--- src/hdl/gma_pkg.sv ---
`default_nettype none

package gma_pkg;

    localparam int MAX_COMMUNITIES_DEFAULT = 1024;
    localparam int COUNT_WIDTH_DEFAULT     = 32;
    localparam int FRACTION_BITS_DEFAULT   = 16;

    localparam int COMM_WIDTH    = 10;
    localparam int CFG_WIDTH     = 11;
    localparam int ENTRY_WIDTH   = 32;
    localparam int STATUS_WIDTH  = 2;
    localparam int S_TDATA_WIDTH = ((2 * COMM_WIDTH + 7) / 8) * 8;

    localparam logic [CFG_WIDTH-1:0] CFG_RESET = 11'd1024;

    localparam logic CMD_ACCUMULATE = 1'b0;
    localparam logic CMD_FINISH     = 1'b1;

    localparam logic [STATUS_WIDTH-1:0] STATUS_OK        = 2'd0;
    localparam logic [STATUS_WIDTH-1:0] STATUS_EMPTY     = 2'd1;
    localparam logic [STATUS_WIDTH-1:0] STATUS_SATURATED = 2'd2;

    typedef enum logic [2:0] {
        ST_CLEAR,
        ST_IDLE,
        ST_SWEEP,
        ST_DRAIN,
        ST_PREP,
        ST_SCALE,
        ST_DIVIDE,
        ST_DONE
    } fin_state_t;

    typedef struct packed {
        logic accept_ok;
        logic owns_mem;
    } fin_ctrl_t;

endpackage

`default_nettype wire

--- src/hdl/gma_accum.sv ---
`default_nettype none

module gma_accum #(
    parameter int MAX_COMMUNITIES = gma_pkg::MAX_COMMUNITIES_DEFAULT,
    parameter int COUNT_WIDTH     = gma_pkg::COUNT_WIDTH_DEFAULT,
    localparam int IDX_W = $clog2(MAX_COMMUNITIES),
    localparam int ROW_W = 2 * COUNT_WIDTH
) (
    input  wire logic                            aclk,
    input  wire logic                            aresetn,
    input  wire logic                            item_valid,
    input  wire logic [gma_pkg::COMM_WIDTH-1:0]  node_comm,
    input  wire logic [gma_pkg::COMM_WIDTH-1:0]  nbr_comm,
    input  wire logic                            clear,
    output logic      [IDX_W-1:0]                rd_addr,
    input  wire logic [ROW_W-1:0]                rd_data,
    output logic                                 wr_en,
    output logic      [IDX_W-1:0]                wr_addr,
    output logic      [ROW_W-1:0]                wr_data,
    output logic      [COUNT_WIDTH-1:0]          entry_count,
    output logic                                 overflow
);

    localparam logic [COUNT_WIDTH-1:0] COUNT_MAX = '1;

    logic                   in_range;
    logic                   s2_valid_reg;
    logic                   s2_match_reg;
    logic [IDX_W-1:0]       s2_addr_reg;
    logic                   fwd_valid_reg;
    logic [IDX_W-1:0]       fwd_addr_reg;
    logic [ROW_W-1:0]       fwd_data_reg;
    logic [ROW_W-1:0]       row;
    logic [COUNT_WIDTH-1:0] deg;
    logic [COUNT_WIDTH-1:0] intl;
    logic [COUNT_WIDTH-1:0] deg_new;
    logic [COUNT_WIDTH-1:0] intl_new;
    logic                   deg_sat;
    logic                   intl_sat;
    logic                   row_sat;
    logic                   entry_sat;
    logic [COUNT_WIDTH-1:0] entry_count_reg;
    logic                   overflow_reg;

    assign in_range = 32'(node_comm) < 32'(MAX_COMMUNITIES);
    assign rd_addr  = IDX_W'(node_comm);

    always_ff @(posedge aclk) begin
        if (!aresetn) begin
            s2_valid_reg  <= 1'b0;
            fwd_valid_reg <= 1'b0;
        end else begin
            s2_valid_reg  <= item_valid && in_range;
            fwd_valid_reg <= s2_valid_reg;
        end
    end

    always_ff @(posedge aclk) begin
        s2_addr_reg  <= rd_addr;
        s2_match_reg <= node_comm == nbr_comm;
        fwd_addr_reg <= s2_addr_reg;
        fwd_data_reg <= wr_data;
    end

    // the row written last cycle is not yet visible in the read data
    always_comb begin
        row      = (fwd_valid_reg && fwd_addr_reg == s2_addr_reg) ? fwd_data_reg : rd_data;
        deg      = row[COUNT_WIDTH-1:0];
        intl     = row[ROW_W-1:COUNT_WIDTH];
        deg_sat  = deg == COUNT_MAX;
        intl_sat = s2_match_reg && intl == COUNT_MAX;
        deg_new  = deg_sat ? deg : deg + COUNT_WIDTH'(1);
        intl_new = (s2_match_reg && !intl_sat) ? intl + COUNT_WIDTH'(1) : intl;
        row_sat  = s2_valid_reg && (deg_sat || intl_sat);
    end

    assign wr_en   = s2_valid_reg;
    assign wr_addr = s2_addr_reg;
    assign wr_data = {intl_new, deg_new};

    assign entry_sat = entry_count_reg == COUNT_MAX;

    always_ff @(posedge aclk) begin
        if (!aresetn) begin
            entry_count_reg <= '0;
            overflow_reg    <= 1'b0;
        end else if (clear) begin
            entry_count_reg <= '0;
            overflow_reg    <= 1'b0;
        end else begin
            if (item_valid && !entry_sat) begin
                entry_count_reg <= entry_count_reg + COUNT_WIDTH'(1);
            end
            if (row_sat || (item_valid && entry_sat)) begin
                overflow_reg <= 1'b1;
            end
        end
    end

    assign entry_count = entry_count_reg;
    // include a saturation still sitting in the write-back stage
    assign overflow    = overflow_reg | row_sat;

endmodule

`default_nettype wire

--- config.mk ---
export PLATFORM = sky130hd
export DESIGN_NAME = gma_accum
export DESIGN_NICKNAME = d
export VERILOG_FILES = /design/src/hdl/gma_pkg.sv /design/src/hdl/gma_accum.sv
export SDC_FILE = /design/constraint.sdc
export NUM_CORES = 1
export LEC_CHECK = 0
export BUFFER_PORTS_ARGS = -buffer_cell sky130_fd_sc_hd__buf_2
export CAP_MARGIN = 25
export CORE_MARGIN = 2
export CORE_UTILIZATION = 52
export CTS_CLUSTER_SIZE = 12
export DETAILED_ROUTE_END_ITERATION = 16
export PLACE_DENSITY = 0.81
export REMOVE_ABC_BUFFERS = 1
export SYNTH_ARGS = -nofsm -noshare
export SYNTH_HDL_FRONTEND = slang
export SYNTH_SLANG_ARGS = --single-unit
--- constraint.sdc ---
create_clock -name aclk -period 4.7 [get_ports aclk]
set_input_delay 0.235 -clock aclk [delete_from_list [all_inputs] [get_ports aclk]]
set_output_delay 0.235 -clock aclk [all_outputs]
set_load 0.005 [all_outputs]
==> results_dict.tcl <==
set metrics [dict create \
    worst_setup_path_endpoint "wr_data[22]" \
    synth.area.top_cells "dfxtp_1 (36%), mux2i_1 (9.5%), xnor2_1 (8.7%)" \
    worst-path-max-fanout 16 \
    fp.dieArea_um2 13870 \
    drt_pre_antenna_iters 5 \
    initial_util_pct 53.32 \
    hold-worst-slack_ns 0.06444 \
    wire_per_inst_um 15.56 \
    die_width_um 117.8 \
    syn_inst 783 \
    worst_ep_arrival_time_ns 4.17 \
    postSynthRegisterBits 120 \
    path_class "flip-flop to output pin" \
    yosys_warnings 0 \
    numPortBuffers 205 \
    cap_violations 0 \
    avgViaCountPerCell 5.511 \
    synth_xor_xnor_area_share_pct 18.17 \
    finish.net_count 1083 \
    worstSetupStartpointType "flip-flop" \
    cts_tree "built" \
    leakage_power_total_uw 0.003405 \
    tritoncts.num_buffers 17 \
    hold_viol_final 0 \
    post_synth_and_or_nand_nor_area_fraction_pct 27.93 \
    worst_slew_margin_rel_pct 36.55 \
    clock_skew_ns 0.01092 \
    stdcell_count 1177 \
    io_pins 206 \
    synth_top_family_by_area "simple AND/OR/NAND/NOR gates" \
    layout_worst_path_cycle_share_pct 93.72 \
    detail_route.wirelength_mm 18.31 \
    synth_largest_area_cell "dfxtp_1" \
    final.min_clock_period_ns 4.405 \
    place_inst 1135 \
    worst_setup_hold_path_clk_slew_ns 0.06 \
    syn_avg_cell_area_um2 8.594 \
    clock-sinks 120 \
    synth.most_common_cell "dfxtp_1" \
    power_density_nw_per_um2 323.3 \
    postSynth.asyncResetShare_pct 0 \
    via_count 6486 \
    remaining_drc_errors 0 \
    grt_antenna_before_repair 3 \
    total_setup_violations_reported_at_the_end_of_the_flow 0 \
    drive_gt1_share_pct 25.90 \
    globalRouteOverflowTotal 0 \
    synth.top_cells.by_count "dfxtp_1 (120), nor2_1 (92), nand2_1 (83)" \
    worstPathRequired_ns 4.47 \
    max_freq_mhz 227.0 \
    clockBufferDepth 2 \
    multiplexer_fraction_of_the_synthesized_cell_area_pct 11.03 \
    area_growth_pct 27.71 \
    post_cts.repair.setup_buffers 0 \
    yosysSeqAreaShare_pct 35.70 \
    clock_tree.root_cell "clkbuf_16" \
    vdd_drop_max_uv 234.3 \
    worst-r2r-cell-count 14 \
    share_of_the_synthesized_area_in_compound_gates_ao_oa_aoi_oai_pct 3.477 \
    insertion_delay_ns 0.42 \
    power.total_uw 2779 \
    outcome "completed" \
    grt_pass1_wl_mm 30.12 \
    postSynth.topFlopCell "dfxtp_1" \
    cts-resized-gates 0 \
    netlist_area_um2 6729 \
    synth-edff-count 0 \
    rsz0062_at_grt "false" \
    register_to_register_path_setup_slack_ns 1.02 \
    ctsHtreeMaxLevel 4 \
    rr_endpoint "fwd_data_reg[22]" \
    ant_nets 0 \
    floorplan.core_area_um2 12620 \
    hold_path.class "primary input to flip-flop" \
    timing.critical_path.to_type "output pin" \
    dr.first_iter.drc_count 496 \
    synth_fa_ha_area_share_pct 0.5578 \
    chipHeight_um 117.8 \
    final_max_tran_viols 0 \
    place.detailed.hpwl_mm 13.47 \
    grt_pass1_vias 6265 \
    gp_routability_congestion 0.9350 \
    grt_max_degree 67 \
    synth_cell_types 48 \
    timing.rr.start "wr_addr[5]" \
    core.rowCount 41 \
    globalRouteTotalUtil_pct 26.55 \
    largest_reg_flops 64 \
    synth.top_cell.area_share_pct 35.70 \
    worstMarginPinSlew_ns 0.9517 \
    critPathLaunch "wr_addr[5]" \
]
## worst min path at each step
| stage | startpoint | endpoint | slack, ns | depth (start not counted) |
|---|---|---|---|---|
| finish | aresetn | wr_en | 0.06 | 2 |
| detailed placement | wr_addr[1] | fwd_addr_reg[1] | 0.37 | 0 |
| global placement | wr_addr[2] | fwd_addr_reg[2] | 0.36 | 0 |
| global route | item_valid | wr_en | 0.06 | 2 |
| floorplan | node_comm[0] | wr_addr[0] | 0.26 | 0 |
| CTS | aresetn | fwd_valid_reg | 0.05 | 2 |
## through the flow
stage          utilization (%)  TNS [ns]  setup WS (ns)  instance area, um^2
3_3_place_gp             62.15         0         0.9931                 7843
5_1_grt                  68.09         0       0.005157                 8593
6_report                 68.09         0         0.2952                 8593
2_1_floorplan                -   -399.03         -3.843                 6559
4_1_cts                  68.07         0         0.3359                 8591
3_5_place_dp             62.15         0         0.8059                 7843
## power by group
part | internal (uW) | switching, uW
sequential | 1060 | 36.0
clock | 942 | 491
combinational | 120 | 129
total | 2120 | 656
## logic make-up (layout without fill, tap and decap cells)
group / count (synthesis) / in the layout
other cells: 0 / 1
fa+ha+maj: 3 / 3
simple gates: 375 / 375
buf+inv: 41 / 262
compound gates: 34 / 34
xor+xnor: 137 / 137
flops: 120 / 120
mux: 73 / 73
## critical path, stage by stage (launching register included)
cell and delay, ns:
dfxtp_1 0.33, xnor2_1 0.23, nand4_1 0.20, nor4_4 0.28
buf_4 0.31, mux2_2 0.24, ha_1 0.19, nand2_1 0.06
nor3_1 0.43, nand3b_1 0.13, mux2_2 0.33, nor4bb_1 0.36
xor2_1 0.20, nor2_1 0.05, a21oi_1 0.25, buf_2 0.16
## layout make-up
type / instances / area (um^2)
antenna: 1 / 2.502
clock buffer: 17 / 425.4
clock inverter: 14 / 222.7
fill: 1045 / 4026
inverter: 11 / 41.29
multi-input combinational: 622 / 4120
sequential: 120 / 2402
tap: 172 / 215.2
timing repair buffer: 220 / 1164
## what timing repair did
| item | 4_1_cts | 5_1_grt |
|---|---|---|
| setup endpoints to repair | 0 | 0 |
| hold buffers | 10 | 0 |
| endpoints found under the hold margin | 10 | 0 |
## cell usage in the layout (no fill, tap or decap), types with 5 or more instances in the layout
cell type / Yosys / final
nand3_1: 68 / 68
mux2_2: 9 / 9
o21ai_0: 5 / 5
buf_2: 10 / 205
and4_1: 9 / 9
xor2_1: 67 / 67
a21oi_1: 12 / 12
bufinv_16: 0 / 5
inv_1: 11 / 11
xnor2_1: 67 / 67
nand2_1: 83 / 83
mux2i_1: 64 / 64
dfxtp_1: 120 / 120
and3_1: 20 / 20
nor4_1: 12 / 12
dlygate4sd3_1: 0 / 10
clkbuf_16: 0 / 17
nand4_1: 37 / 37
nor3_1: 25 / 24
nor3b_1: 5 / 5
nor2_1: 92 / 92
buf_4: 10 / 5
## metal layers
layer | global-route usage, % | share of wire, %
met2 | 43.82 | 47
met4 | 10.92 | 1.8
met5 | 0 | 0.071
met3 | 7.364 | 8.3
met1 | 32.61 | 43
(Power assumes the default switching activity.)
